## config.mk

```make
export PLATFORM = sky130hd
export DESIGN_NAME = line_follow_pid_steering
export DESIGN_NICKNAME = d
export VERILOG_FILES = /design/src/rtl/lfps_pkg.sv /design/src/rtl/lfps_ctrl.sv /design/src/rtl/lfps_datapath.sv /design/src/rtl/line_follow_pid_steering.sv
export VERILOG_INCLUDE_DIRS = /design/src /design/src/rtl
export SDC_FILE = /design/constraint.sdc
export NUM_CORES = 2
export LEC_CHECK = 0
export BUFFER_PORTS_ARGS = -buffer_cell sky130_fd_sc_hd__buf_2
export CORE_MARGIN = 2
export CORE_UTILIZATION = 40
export CTS_CLUSTER_DIAMETER = 100
export DETAILED_ROUTE_END_ITERATION = 7
export PLACE_DENSITY_LB_ADDON = 0.15
export SLEW_MARGIN = 20
export SYNTH_ARGS = -nofsm -noshare
export SYNTH_HDL_FRONTEND = slang
export SYNTH_SLANG_ARGS = --single-unit
```

## constraint.sdc

```tcl
create_clock -name aclk -period 15.4 [get_ports aclk]
set_clock_uncertainty 0.1 [all_clocks]
set_input_delay 3.08 -clock aclk [delete_from_list [all_inputs] [get_ports aclk]]
set_output_delay 3.08 -clock aclk [all_outputs]
set_load 0.05 [all_outputs]
```

## src/rtl/assert_macros.svh

```systemverilog
// Assertion helpers shared by the RTL files.
// Synthesis builds see empty bodies; simulation builds get concurrent checks
// clocked by aclk and disabled while aresetn is low.
`ifndef ASSERT_MACROS_SVH
`define ASSERT_MACROS_SVH

`ifndef SYNTHESIS

// expression holds at every clock edge
`define LFPS_ASSERT_ALWAYS(lbl, expr) \
    lbl: assert property (@(posedge aclk) disable iff (!aresetn) (expr)) \
        else $error("lfps: invariant violated");

// consequent holds in the same cycle as the antecedent
`define LFPS_ASSERT_IMPLY(lbl, ante, cons) \
    lbl: assert property (@(posedge aclk) disable iff (!aresetn) (ante) |-> (cons)) \
        else $error("lfps: same-cycle implication violated");

// consequent holds in the cycle after the antecedent
`define LFPS_ASSERT_NEXT(lbl, ante, cons) \
    lbl: assert property (@(posedge aclk) disable iff (!aresetn) (ante) |=> (cons)) \
        else $error("lfps: next-cycle implication violated");

`else

`define LFPS_ASSERT_ALWAYS(lbl, expr)
`define LFPS_ASSERT_IMPLY(lbl, ante, cons)
`define LFPS_ASSERT_NEXT(lbl, ante, cons)

`endif

`endif

```

## src/rtl/lfps_pkg.sv

```systemverilog
`timescale 1ns / 1ps

package lfps_pkg;

    // payload widths
    localparam int SENSOR_W = 5;
    localparam int STEER_W  = 16;
    localparam int CLASS_W  = 3;

    // configuration port
    localparam int CFG_IDX_W  = 4;
    localparam int CFG_DATA_W = 16;
    localparam int GAIN_W     = 14;
    localparam int LIMIT_W    = 12;

    // internal arithmetic widths
    localparam int ERR_W   = 13;
    localparam int INTEG_W = 18;
    localparam int DERIV_W = 14;
    localparam int ACC_W   = 32;
    localparam int MUL_W   = GAIN_W + 1 + INTEG_W;

    // steering divide: 1600 = 64 * 25, a shift for 64, a reciprocal multiply for 25
    localparam int DIVISOR     = 1600;
    localparam int QUOT_W      = 15;
    localparam int PRE_SHIFT   = 6;
    localparam int SCALED_W    = 20;
    localparam int RECIP_W     = 21;
    localparam int RECIP_SHIFT = 25;
    localparam int RPROD_W     = SCALED_W + RECIP_W;
    localparam longint SAT_MAG_VAL = longint'(DIVISOR) * (longint'(1) << QUOT_W);

    typedef logic        [SENSOR_W-1:0]  sensors_t;
    typedef logic signed [STEER_W-1:0]   steer_t;
    typedef logic        [CLASS_W-1:0]   class_t;
    typedef logic        [CFG_IDX_W-1:0] cfg_idx_t;
    typedef logic        [CFG_DATA_W-1:0] cfg_data_t;
    typedef logic        [GAIN_W-1:0]    gain_t;
    typedef logic        [LIMIT_W-1:0]   limit_t;
    typedef logic signed [ERR_W-1:0]     err_t;
    typedef logic signed [INTEG_W-1:0]   integ_t;
    typedef logic signed [DERIV_W-1:0]   deriv_t;
    typedef logic signed [ACC_W-1:0]     acc_t;
    typedef logic        [QUOT_W-1:0]    quot_t;
    typedef logic        [SCALED_W-1:0]  scaled_t;
    typedef logic        [RECIP_W-1:0]   recip_t;
    typedef logic        [RPROD_W-1:0]   rprod_t;
    typedef logic        [1:0]           mul_sel_t;

    localparam acc_t   SAT_MAG  = ACC_W'(SAT_MAG_VAL);
    // ceil(2^25 / 25): exact quotient for every scaled magnitude below 2^20
    localparam recip_t RECIP_25 = 21'd1342178;
    localparam steer_t STEER_MAX = 16'sh7FFF;
    localparam steer_t STEER_MIN = 16'sh8000;

    // register indexes
    localparam cfg_idx_t REG_GAIN_PROP      = 4'd0;
    localparam cfg_idx_t REG_GAIN_INTEG     = 4'd1;
    localparam cfg_idx_t REG_GAIN_DERIV     = 4'd2;
    localparam cfg_idx_t REG_INTEGRAL_LIMIT = 4'd3;
    localparam limit_t   LIMIT_RESET        = 12'd1000;

    // pattern classes
    localparam class_t CLS_ALL_BLACK = 3'd0;
    localparam class_t CLS_ALL_WHITE = 3'd1;
    localparam class_t CLS_CENTER    = 3'd2;
    localparam class_t CLS_SLIGHT    = 3'd3;
    localparam class_t CLS_STRONG    = 3'd4;
    localparam class_t CLS_WEIGHTED  = 3'd5;

    // voted patterns with fixed handling
    localparam sensors_t PAT_ALL_BLACK = 5'h1F;
    localparam sensors_t PAT_ALL_WHITE = 5'h00;
    localparam sensors_t PAT_CENTER    = 5'h04;
    localparam sensors_t PAT_SLIGHT_L  = 5'h06;
    localparam sensors_t PAT_SLIGHT_R  = 5'h0C;
    localparam sensors_t PAT_LEFT3     = 5'h07;
    localparam sensors_t PAT_RIGHT3    = 5'h1C;
    localparam sensors_t PAT_LEFT2     = 5'h03;
    localparam sensors_t PAT_RIGHT2    = 5'h18;

    // fixed errors in sixteenths
    localparam err_t ERR_SLIGHT = 13'sd1000;
    localparam err_t ERR_STRONG = 13'sd2000;

    // multiplier operand select
    localparam mul_sel_t MUL_SEL_P = 2'd0;
    localparam mul_sel_t MUL_SEL_I = 2'd1;
    localparam mul_sel_t MUL_SEL_D = 2'd2;

    // controller to datapath
    typedef struct packed {
        logic     accept;
        logic     classify;
        logic     integrate;
        logic     mul_en;
        mul_sel_t mul_sel;
        logic     acc_clr;
        logic     acc_add;
        logic     div_init;
        logic     div_step;
        logic     out_load;
    } cmd_t;

    // datapath to controller
    typedef struct packed {
        logic skip;
        logic out_free;
    } status_t;

    // mean sensor weight over the lit sensors, truncated toward zero
    function automatic err_t weighted_error(input sensors_t pat);
        err_t e;
        case (pat)
            5'h01:   e = -13'sd3200;
            5'h02:   e = -13'sd1600;
            5'h03:   e = -13'sd2400;
            5'h05:   e = -13'sd1600;
            5'h06:   e = -13'sd800;
            5'h07:   e = -13'sd1600;
            5'h08:   e = 13'sd1600;
            5'h09:   e = -13'sd800;
            5'h0B:   e = -13'sd1066;
            5'h0C:   e = 13'sd800;
            5'h0D:   e = -13'sd533;
            5'h0F:   e = -13'sd800;
            5'h10:   e = 13'sd3200;
            5'h12:   e = 13'sd800;
            5'h13:   e = -13'sd533;
            5'h14:   e = 13'sd1600;
            5'h16:   e = 13'sd533;
            5'h17:   e = -13'sd400;
            5'h18:   e = 13'sd2400;
            5'h19:   e = 13'sd533;
            5'h1A:   e = 13'sd1066;
            5'h1C:   e = 13'sd1600;
            5'h1D:   e = 13'sd400;
            5'h1E:   e = 13'sd800;
            default: e = '0;
        endcase
        return e;
    endfunction

endpackage

```

## src/rtl/lfps_ctrl.sv

```systemverilog
`timescale 1ns / 1ps
`include "assert_macros.svh"

module lfps_ctrl (
    input  logic             aclk,
    input  logic             aresetn,
    input  logic             s_valid,
    output logic             s_ready,
    input  lfps_pkg::status_t status,
    output lfps_pkg::cmd_t    cmd
);

    localparam logic [3:0] ST_IDLE     = 4'd0;
    localparam logic [3:0] ST_CLASS    = 4'd1;
    localparam logic [3:0] ST_INTEG    = 4'd2;
    localparam logic [3:0] ST_MUL_P    = 4'd3;
    localparam logic [3:0] ST_MUL_I    = 4'd4;
    localparam logic [3:0] ST_MUL_D    = 4'd5;
    localparam logic [3:0] ST_ACC_D    = 4'd6;
    localparam logic [3:0] ST_DIV_INIT = 4'd7;
    localparam logic [3:0] ST_DIV      = 4'd8;
    localparam logic [3:0] ST_OUT      = 4'd9;

    logic [3:0] state_reg, state_next;

    // sequence one item through the datapath
    always_comb begin
        cmd        = '0;
        state_next = state_reg;
        s_ready    = (state_reg == ST_IDLE);
        unique case (state_reg)
            ST_IDLE: begin
                if (s_valid) begin
                    cmd.accept = 1'b1;
                    state_next = ST_CLASS;
                end
            end
            ST_CLASS: begin
                cmd.classify = 1'b1;
                state_next   = ST_INTEG;
            end
            ST_INTEG: begin
                cmd.integrate = 1'b1;
                state_next    = status.skip ? ST_OUT : ST_MUL_P;
            end
            ST_MUL_P: begin
                cmd.mul_en  = 1'b1;
                cmd.mul_sel = lfps_pkg::MUL_SEL_P;
                cmd.acc_clr = 1'b1;
                state_next  = ST_MUL_I;
            end
            ST_MUL_I: begin
                cmd.mul_en  = 1'b1;
                cmd.mul_sel = lfps_pkg::MUL_SEL_I;
                cmd.acc_add = 1'b1;
                state_next  = ST_MUL_D;
            end
            ST_MUL_D: begin
                cmd.mul_en  = 1'b1;
                cmd.mul_sel = lfps_pkg::MUL_SEL_D;
                cmd.acc_add = 1'b1;
                state_next  = ST_ACC_D;
            end
            ST_ACC_D: begin
                cmd.acc_add = 1'b1;
                state_next  = ST_DIV_INIT;
            end
            ST_DIV_INIT: begin
                cmd.div_init = 1'b1;
                state_next   = ST_DIV;
            end
            ST_DIV: begin
                cmd.div_step = 1'b1;
                state_next   = ST_OUT;
            end
            ST_OUT: begin
                if (status.out_free) begin
                    cmd.out_load = 1'b1;
                    state_next   = ST_IDLE;
                end
            end
            default: state_next = ST_IDLE;
        endcase
    end

    // hold state
    always_ff @(posedge aclk) begin
        if (!aresetn) begin
            state_reg <= ST_IDLE;
        end else begin
            state_reg <= state_next;
        end
    end

    `LFPS_ASSERT_IMPLY(a_load_only_when_free, cmd.out_load, status.out_free)
    `LFPS_ASSERT_NEXT(a_div_ends_in_out, state_reg == ST_DIV, state_reg == ST_OUT)

endmodule

```

## src/rtl/lfps_datapath.sv

```systemverilog
`timescale 1ns / 1ps
`include "assert_macros.svh"

module lfps_datapath #(
    parameter int VOTE_WINDOW = 5
) (
    input  logic                 aclk,
    input  logic                 aresetn,
    input  lfps_pkg::cmd_t       cmd,
    output lfps_pkg::status_t    status,
    input  lfps_pkg::sensors_t   s_raw_sensors,
    input  logic                 cfg_valid,
    output logic                 cfg_ready,
    input  lfps_pkg::cfg_idx_t   cfg_index,
    input  lfps_pkg::cfg_data_t  cfg_data,
    output logic                 m_valid,
    input  logic                 m_ready,
    output lfps_pkg::steer_t     m_steer,
    output lfps_pkg::sensors_t   m_voted_sensors,
    output lfps_pkg::class_t     m_pattern_class
);

    localparam int SLOT_W = (VOTE_WINDOW > 1) ? $clog2(VOTE_WINDOW) : 1;
    localparam int CNT_W  = $clog2(VOTE_WINDOW + 1);
    localparam int NSENS  = lfps_pkg::SENSOR_W;
    localparam int SUM_W  = lfps_pkg::INTEG_W + 1;

    // configuration registers
    lfps_pkg::gain_t  gain_prop_reg, gain_integ_reg, gain_deriv_reg;
    lfps_pkg::limit_t integral_limit_reg;

    // sample history and per-bit running counts
    lfps_pkg::sensors_t sample_ring_reg [VOTE_WINDOW];
    logic [SLOT_W-1:0]  ring_slot_reg, ring_slot_next;
    logic [CNT_W-1:0]   bit_cnt_reg [NSENS];
    logic [CNT_W-1:0]   bit_cnt_next [NSENS];
    lfps_pkg::sensors_t ring_old;

    // classification
    lfps_pkg::sensors_t voted;
    lfps_pkg::err_t     err_sel;
    lfps_pkg::class_t   cls_sel;
    logic               skip_sel, clr_sel, left_set;
    lfps_pkg::sensors_t voted_reg;
    lfps_pkg::class_t   cls_reg;
    lfps_pkg::err_t     err_reg;
    logic               skip_reg, integ_clr_reg, left_turn_reg;

    // PID state
    lfps_pkg::integ_t   integ_reg, integ_next;
    lfps_pkg::err_t     prev_err_reg;
    lfps_pkg::deriv_t   deriv_reg, deriv_next;
    logic signed [SUM_W-1:0] integ_base, integ_sum, integ_clip, lim_pos, lim_neg;

    // multiply-accumulate
    logic signed [lfps_pkg::GAIN_W:0]    mul_gain;
    lfps_pkg::integ_t                    mul_op;
    logic signed [lfps_pkg::MUL_W-1:0]   mul_full;
    lfps_pkg::acc_t                      prod_reg, acc_reg;

    // divide
    lfps_pkg::acc_t     div_mag;
    logic               neg_reg, sat_reg;
    lfps_pkg::scaled_t  scaled_reg;
    lfps_pkg::rprod_t   recip_full;
    lfps_pkg::quot_t    quot_reg;

    // output stage
    logic               m_valid_reg;
    lfps_pkg::steer_t   steer_sel, steer_reg, quot_ext;
    lfps_pkg::sensors_t m_voted_reg;
    lfps_pkg::class_t   m_class_reg;

    // write configuration, ignore unknown indexes
    assign cfg_ready = 1'b1;

    always_ff @(posedge aclk) begin
        if (!aresetn) begin
            gain_prop_reg      <= '0;
            gain_integ_reg     <= '0;
            gain_deriv_reg     <= '0;
            integral_limit_reg <= lfps_pkg::LIMIT_RESET;
        end else if (cfg_valid) begin
            unique case (cfg_index)
                lfps_pkg::REG_GAIN_PROP:
                    gain_prop_reg <= cfg_data[lfps_pkg::GAIN_W-1:0];
                lfps_pkg::REG_GAIN_INTEG:
                    gain_integ_reg <= cfg_data[lfps_pkg::GAIN_W-1:0];
                lfps_pkg::REG_GAIN_DERIV:
                    gain_deriv_reg <= cfg_data[lfps_pkg::GAIN_W-1:0];
                lfps_pkg::REG_INTEGRAL_LIMIT:
                    integral_limit_reg <= cfg_data[lfps_pkg::LIMIT_W-1:0];
                default: ;
            endcase
        end
    end

    // update running counts by the entry being replaced
    always_comb begin
        ring_old = sample_ring_reg[ring_slot_reg];
        ring_slot_next = (ring_slot_reg == SLOT_W'(VOTE_WINDOW - 1)) ?
                         '0 : ring_slot_reg + SLOT_W'(1);
        for (int b = 0; b < NSENS; b++) begin
            bit_cnt_next[b] = bit_cnt_reg[b];
            if (s_raw_sensors[b] && !ring_old[b]) begin
                bit_cnt_next[b] = bit_cnt_reg[b] + CNT_W'(1);
            end else if (!s_raw_sensors[b] && ring_old[b]) begin
                bit_cnt_next[b] = bit_cnt_reg[b] - CNT_W'(1);
            end
        end
    end

    always_ff @(posedge aclk) begin
        if (!aresetn) begin
            for (int k = 0; k < VOTE_WINDOW; k++) begin
                sample_ring_reg[k] <= '0;
            end
            for (int b = 0; b < NSENS; b++) begin
                bit_cnt_reg[b] <= '0;
            end
            ring_slot_reg <= '0;
        end else if (cmd.accept) begin
            sample_ring_reg[ring_slot_reg] <= s_raw_sensors;
            bit_cnt_reg   <= bit_cnt_next;
            ring_slot_reg <= ring_slot_next;
        end
    end

    // majority vote and pattern decode
    always_comb begin
        for (int b = 0; b < NSENS; b++) begin
            voted[b] = (bit_cnt_reg[b] > CNT_W'(VOTE_WINDOW / 2));
        end
        err_sel  = '0;
        cls_sel  = lfps_pkg::CLS_WEIGHTED;
        skip_sel = 1'b0;
        clr_sel  = 1'b0;
        left_set = 1'b0;
        unique case (voted) inside
            lfps_pkg::PAT_ALL_BLACK: begin
                cls_sel  = lfps_pkg::CLS_ALL_BLACK;
                skip_sel = 1'b1;
            end
            lfps_pkg::PAT_ALL_WHITE: begin
                cls_sel  = lfps_pkg::CLS_ALL_WHITE;
                skip_sel = 1'b1;
            end
            lfps_pkg::PAT_CENTER: begin
                cls_sel = lfps_pkg::CLS_CENTER;
                clr_sel = 1'b1;
            end
            lfps_pkg::PAT_SLIGHT_L: begin
                cls_sel = lfps_pkg::CLS_SLIGHT;
                err_sel = -lfps_pkg::ERR_SLIGHT;
            end
            lfps_pkg::PAT_SLIGHT_R: begin
                cls_sel = lfps_pkg::CLS_SLIGHT;
                err_sel = lfps_pkg::ERR_SLIGHT;
            end
            lfps_pkg::PAT_LEFT3: begin
                cls_sel  = lfps_pkg::CLS_STRONG;
                err_sel  = -lfps_pkg::ERR_STRONG;
                clr_sel  = !left_turn_reg;
                left_set = 1'b1;
            end
            lfps_pkg::PAT_RIGHT3, lfps_pkg::PAT_RIGHT2: begin
                cls_sel = lfps_pkg::CLS_STRONG;
                err_sel = lfps_pkg::ERR_STRONG;
            end
            lfps_pkg::PAT_LEFT2: begin
                cls_sel = lfps_pkg::CLS_STRONG;
                err_sel = -lfps_pkg::ERR_STRONG;
            end
            default: begin
                err_sel = lfps_pkg::weighted_error(voted);
            end
        endcase
    end

    always_ff @(posedge aclk) begin
        if (cmd.classify) begin
            voted_reg     <= voted;
            cls_reg       <= cls_sel;
            err_reg       <= err_sel;
            skip_reg      <= skip_sel;
            integ_clr_reg <= clr_sel;
        end
    end

    always_ff @(posedge aclk) begin
        if (!aresetn) begin
            left_turn_reg <= 1'b0;
        end else if (cmd.classify && left_set) begin
            left_turn_reg <= 1'b1;
        end
    end

    // accumulate error and clamp to the symmetric limit
    always_comb begin
        lim_pos    = SUM_W'({integral_limit_reg, 4'b0000});
        lim_neg    = -lim_pos;
        integ_base = integ_clr_reg ? '0 : SUM_W'(integ_reg);
        integ_sum  = integ_base + SUM_W'(err_reg);
        integ_clip = (integ_sum >= lim_pos) ? lim_pos : integ_sum;
        integ_clip = (integ_clip <= lim_neg) ? lim_neg : integ_clip;
        integ_next = integ_clip[lfps_pkg::INTEG_W-1:0];
        deriv_next = lfps_pkg::DERIV_W'(err_reg) - lfps_pkg::DERIV_W'(prev_err_reg);
    end

    always_ff @(posedge aclk) begin
        if (!aresetn) begin
            integ_reg    <= '0;
            prev_err_reg <= '0;
        end else if (cmd.integrate && !skip_reg) begin
            integ_reg    <= integ_next;
            prev_err_reg <= err_reg;
        end
    end

    always_ff @(posedge aclk) begin
        if (cmd.integrate) begin
            deriv_reg <= deriv_next;
        end
    end

    // shared gain multiplier, one term per cycle
    always_comb begin
        case (cmd.mul_sel)
            lfps_pkg::MUL_SEL_P: begin
                mul_gain = $signed({1'b0, gain_prop_reg});
                mul_op   = lfps_pkg::INTEG_W'(err_reg);
            end
            lfps_pkg::MUL_SEL_I: begin
                mul_gain = $signed({1'b0, gain_integ_reg});
                mul_op   = integ_reg;
            end
            lfps_pkg::MUL_SEL_D: begin
                mul_gain = $signed({1'b0, gain_deriv_reg});
                mul_op   = lfps_pkg::INTEG_W'(deriv_reg);
            end
            default: begin
                mul_gain = '0;
                mul_op   = '0;
            end
        endcase
    end

    assign mul_full = mul_gain * mul_op;

    always_ff @(posedge aclk) begin
        if (cmd.mul_en) begin
            prod_reg <= mul_full[lfps_pkg::ACC_W-1:0];
        end
        if (cmd.acc_clr) begin
            acc_reg <= '0;
        end else if (cmd.acc_add) begin
            acc_reg <= acc_reg + prod_reg;
        end
    end

    // divide the magnitude by the fixed scale: shift out 64, multiply by 1/25
    assign div_mag    = acc_reg[lfps_pkg::ACC_W-1] ? -acc_reg : acc_reg;
    assign recip_full = scaled_reg * lfps_pkg::RECIP_25;

    always_ff @(posedge aclk) begin
        if (cmd.div_init) begin
            neg_reg    <= acc_reg[lfps_pkg::ACC_W-1];
            sat_reg    <= ($unsigned(div_mag) >= $unsigned(lfps_pkg::SAT_MAG));
            scaled_reg <= div_mag[lfps_pkg::PRE_SHIFT +: lfps_pkg::SCALED_W];
        end
        if (cmd.div_step) begin
            quot_reg <= recip_full[lfps_pkg::RECIP_SHIFT +: lfps_pkg::QUOT_W];
        end
    end

    // pick the signed, saturated steering value
    always_comb begin
        quot_ext = $signed({1'b0, quot_reg});
        if (skip_reg) begin
            steer_sel = '0;
        end else if (sat_reg) begin
            steer_sel = neg_reg ? lfps_pkg::STEER_MIN : lfps_pkg::STEER_MAX;
        end else begin
            steer_sel = neg_reg ? -quot_ext : quot_ext;
        end
    end

    // output register: load a result, drop valid once the beat is taken
    always_ff @(posedge aclk) begin
        if (!aresetn) begin
            m_valid_reg <= 1'b0;
        end else if (cmd.out_load) begin
            m_valid_reg <= 1'b1;
        end else if (m_ready) begin
            m_valid_reg <= 1'b0;
        end
    end

    always_ff @(posedge aclk) begin
        if (cmd.out_load) begin
            steer_reg   <= steer_sel;
            m_voted_reg <= voted_reg;
            m_class_reg <= cls_reg;
        end
    end

    assign m_valid         = m_valid_reg;
    assign m_steer         = steer_reg;
    assign m_voted_sensors = m_voted_reg;
    assign m_pattern_class = m_class_reg;

    assign status.skip     = skip_reg;
    assign status.out_free = !m_valid_reg || m_ready;

    `LFPS_ASSERT_NEXT(a_integ_in_limit, cmd.integrate && !skip_reg,
        (SUM_W'(integ_reg) <= $past(lim_pos)) && (SUM_W'(integ_reg) >= $past(lim_neg)))
    `LFPS_ASSERT_NEXT(a_skip_gives_zero, cmd.out_load && skip_reg, m_steer == '0)
    `LFPS_ASSERT_NEXT(a_sat_hits_rail, cmd.out_load && !skip_reg && sat_reg,
        (m_steer == lfps_pkg::STEER_MAX) || (m_steer == lfps_pkg::STEER_MIN))

endmodule

```

## src/rtl/line_follow_pid_steering.sv

```systemverilog
`timescale 1ns / 1ps
// Line follower steering: five line-sensor bits in, one steering word out.
// Input beat (s_valid/s_ready, s_raw_sensors) is one sensor sample per tick while s_ready is high.
// Each beat produces exactly one result beat (m_valid/m_ready) carrying the
// saturated steering drive, the majority-voted sensor bits and the pattern
// class. Gains and the integral limit are written on the cfg_* channel,
// which is always ready; write them only while no sample is in flight.
// After the sample beat is taken the controller steps through classify,
// integrate, the three gain multiplies, the final add, the divide set-up and
// the divide step, then loads the output register; all-black and all-white
// patterns go from integrate straight to the output load. The shared gain
// multiplier forms three terms, one per cycle, plus the final add; the divide
// by the fixed output scale runs as magnitude and shift, then a reciprocal multiply.
// A new sample is taken as soon as the previous one has been loaded into the
// output register, even if that result is still waiting on m_ready; a held
// result stalls the next load, and the input then waits until that load is done.
// Reset clears the sample history, the integral, the previous error, the
// left-turn flag and the gains, and sets the integral limit to 1000.
module line_follow_pid_steering #(
    parameter int VOTE_WINDOW = 5
) (
    input  logic                aclk,
    input  logic                aresetn,
    input  logic                s_valid,
    output logic                s_ready,
    input  lfps_pkg::sensors_t  s_raw_sensors,
    output logic                m_valid,
    input  logic                m_ready,
    output lfps_pkg::steer_t    m_steer,
    output lfps_pkg::sensors_t  m_voted_sensors,
    output lfps_pkg::class_t    m_pattern_class,
    input  logic                cfg_valid,
    output logic                cfg_ready,
    input  lfps_pkg::cfg_idx_t  cfg_index,
    input  lfps_pkg::cfg_data_t cfg_data
);

    lfps_pkg::cmd_t    cmd;
    lfps_pkg::status_t status;

    lfps_ctrl u_ctrl (
        .aclk    (aclk),
        .aresetn (aresetn),
        .s_valid (s_valid),
        .s_ready (s_ready),
        .status  (status),
        .cmd     (cmd)
    );

    lfps_datapath #(
        .VOTE_WINDOW (VOTE_WINDOW)
    ) u_datapath (
        .aclk            (aclk),
        .aresetn         (aresetn),
        .cmd             (cmd),
        .status          (status),
        .s_raw_sensors   (s_raw_sensors),
        .cfg_valid       (cfg_valid),
        .cfg_ready       (cfg_ready),
        .cfg_index       (cfg_index),
        .cfg_data        (cfg_data),
        .m_valid         (m_valid),
        .m_ready         (m_ready),
        .m_steer         (m_steer),
        .m_voted_sensors (m_voted_sensors),
        .m_pattern_class (m_pattern_class)
    );

endmodule
```

==> results.md <==
* Top post-synthesis cells by area: fa_1, edfxtp_1, ha_1, dfxtp_1, inv_1
* Vias in the first global route at 23.9k
* Fin crit period at 8.95 ns
* Vias/cell at 5.17
* Post-synthesis sequential area ratio at 24.3%
* Setup violators final at 0
* Asr flop ratio synth at 0%
* Htree depth at 2
* Slowest stage delay, CP at 0.61 ns
* Final period util at 58.1%
* Final wirelength at 80,800 um
* DRT Pass-1 Iters at 5
* P&R area growth vs syn at 8.75%
* Clk root buf: clkbuf_16
* Die width at 291 um
* Area of the core at 81,700 um^2
* Yosys reg bits at 314
* Worst Setup Path Type: reg -> reg
* Worst EP arrival at 9.13 ns
* Critical Path RT at 15.58 ns
* Worst-path fanout max at 64
* Worst setup margin at 6.45 ns
* DRC viols at 0
* Max FFs per register at 40
* Setup bufs post-CTS at 0
* VDD IR max at 0.0684 mV
* Post-CTS Resized at 0
* LEAKAGE at 16.4 nW
* Hold Crit Class: reg -> reg
* Post-cts hold buffer count at 0
* Ys Warns at 0
* First-pass GRT wire length at 132,000 um
* Area leader, netlist: fa_1
* Max Clk Rate at 112 MHz
* Status: finished, final reports clean
* Commonest register cell after synthesis: edfxtp_1
* Cell Pwr Density at 79.0 nW/um^2
* Unrepaired setup endpoints after global routing: false
* I/O pin cnt at 57
* Routability cong. at 0.874
* Num rows at 105
* Setup TNS at 0 ns
* CTS tree: done
* Grt ovf at 0
* DR WL/cell at 17.8 um
* Clock buffer count from CTS at 40
* Syn_area_per_cell at 9.70 um^2
* Slew Viols, Final at 0
* Cells after Synth at 3,392
* Clock Latency Late Sink at 0.57 ns
* Total GRT Usage at 19.6%
* Vias at 23.4k
* Clock Sinks at 314
* Clk buf depth at 3
* Most frequent CP cell: fa_1
* Clk pin slew, worst setup/hold paths at 0.06 ns
* Place WS at 6.38 ns
* Worst setup EP type: flip-flop
* Slowest cell on the critical path: buf_4
* Share of cells above drive strength 1 at 6.15%
* Actual slew at the worst max-slew pin at 1.09 ns
* Antenna viol nets, final at 0
* Final Hold Viols at 0
* Crit path launch type: flip-flop
* Library cells used by synthesis at 74
* Maxcap violations at 0
* Die Area at 84,600 um^2
* Largest net degree at the start of global routing at 89
* Die span in y at 291 um
* Hpwl dp at 64,200 um
* Syn Std Cell Area at 32,900 um^2
* Detailed Route Iter0 Violations at 1,232
* Initial antenna violation count at 0
* Syn Nets at 4,210
* Initial core utilization at 40.3%
* Net count, final at 4,248
* Post-synth EDFFs at 170
* Synth top area share at 23.7%
* I/O Buffers at 53
* Max_slew headroom at 27.0%
-- report_power, final --
group | switching, mW | total, mW | internal, mW
clock network | 0.377 | 0.890 | 0.513
logic | 0.501 | 0.859 | 0.358
registers | 0.0977 | 1.08 | 0.980
-- routing by layer --
metal / part of all wire, % / track usage [%]
met5: 0 / 0
met4: 1.8 / 4.07
met3: 2.9 / 2.05
met2: 49 / 33.9
met1: 46 / 26.5
-- critical path: cells and delay by family (launching register included) --
kind            cells  cell delay, ns
fa+ha+maj           7            3.43
simple gates        7            1.92
compound gates      8            1.64
buf+inv             5            0.81
flops               1            0.58
xor+xnor            1            0.11
-- placed cells by master, fill, tap and decap left out, types with 101 or more instances in the layout --
| master | synthesis | final |
|---|---|---|
| a21oi_1 | 172 | 171 |
| ha_1 | 399 | 399 |
| inv_1 | 473 | 473 |
| nor2_1 | 316 | 312 |
| xnor2_1 | 101 | 101 |
| dfxtp_1 | 144 | 144 |
| nand2_1 | 326 | 326 |
| fa_1 | 389 | 389 |
| o21ai_0 | 137 | 137 |
| edfxtp_1 | 170 | 170 |
-- synth_stat cells (28+ instances only) --
master and instances:
fa_1 389, o21ai_0 137, nand2_1 326, nor3b_1 30
xor2_1 56, dfxtp_1 144, a21oi_1 172, a21o_1 68
nor3_1 41, ha_1 399, nor2_1 316, nand3_1 34
inv_1 473, xnor2_1 101, nor2b_1 39, clkbuf_1 95
edfxtp_1 170, a221oi_1 28, mux2i_1 52
-- kinds of logic after synthesis --
logic type	after synthesis	synth area share [%]
adder cells (fa/ha/maj)	788	38.8
multiplexers	65	2.37
AO/OA/AOI/OAI	571	11.1
XOR/XNOR	157	4.18
flip-flops	314	24.3
AND/OR/NAND/NOR	914	12.6
buffers and inverters	582	6.66
other	1	0.0114
-- final timing paths --
| path | endpoint | slack (ns) | depth (start not counted) | start |
|---|---|---|---|---|
| max | u_datapath.prod_reg[31] | 6.45 | 28 | u_ctrl.state_reg[3] |
| max reg2reg | u_datapath.prod_reg[31] | 6.45 | 28 | u_ctrl.state_reg[3] |
| min | u_datapath.m_pattern_class[1] | 0.32 | 0 | u_datapath.cls_reg[1] |
| min reg2reg | u_datapath.m_pattern_class[1] | 0.32 | 0 | u_datapath.cls_reg[1] |
-- layout make-up --
class	count	area, um^2
Antenna cell	1	2.50
Clock buffer	54	1090
Clock inverter	19	139
Fill cell	8006	45900
Inverter	475	1780
Multi-Input combinational cell	2496	22800
Sequential cell	314	7990
Tap cell	1070	1340
Timing Repair Buffer	103	638
-- through the flow --
step                      util [%]  power [mW]  area, um^2  instances  hold WS, ns
after global routing          43.8        3.02       35800       4531        0.326
final                         43.8        2.83       35800       4532        0.318
after global placement        42.3        1.95       34600       4457        0.301
after CTS                     43.8        2.86       35800       4530        0.319
after floorplan                  -        1.73       32900       3392        0.300
after detailed placement      42.3        1.96       34600       4457        0.305
No activity file was read; power rests on OpenSTA's default activity.
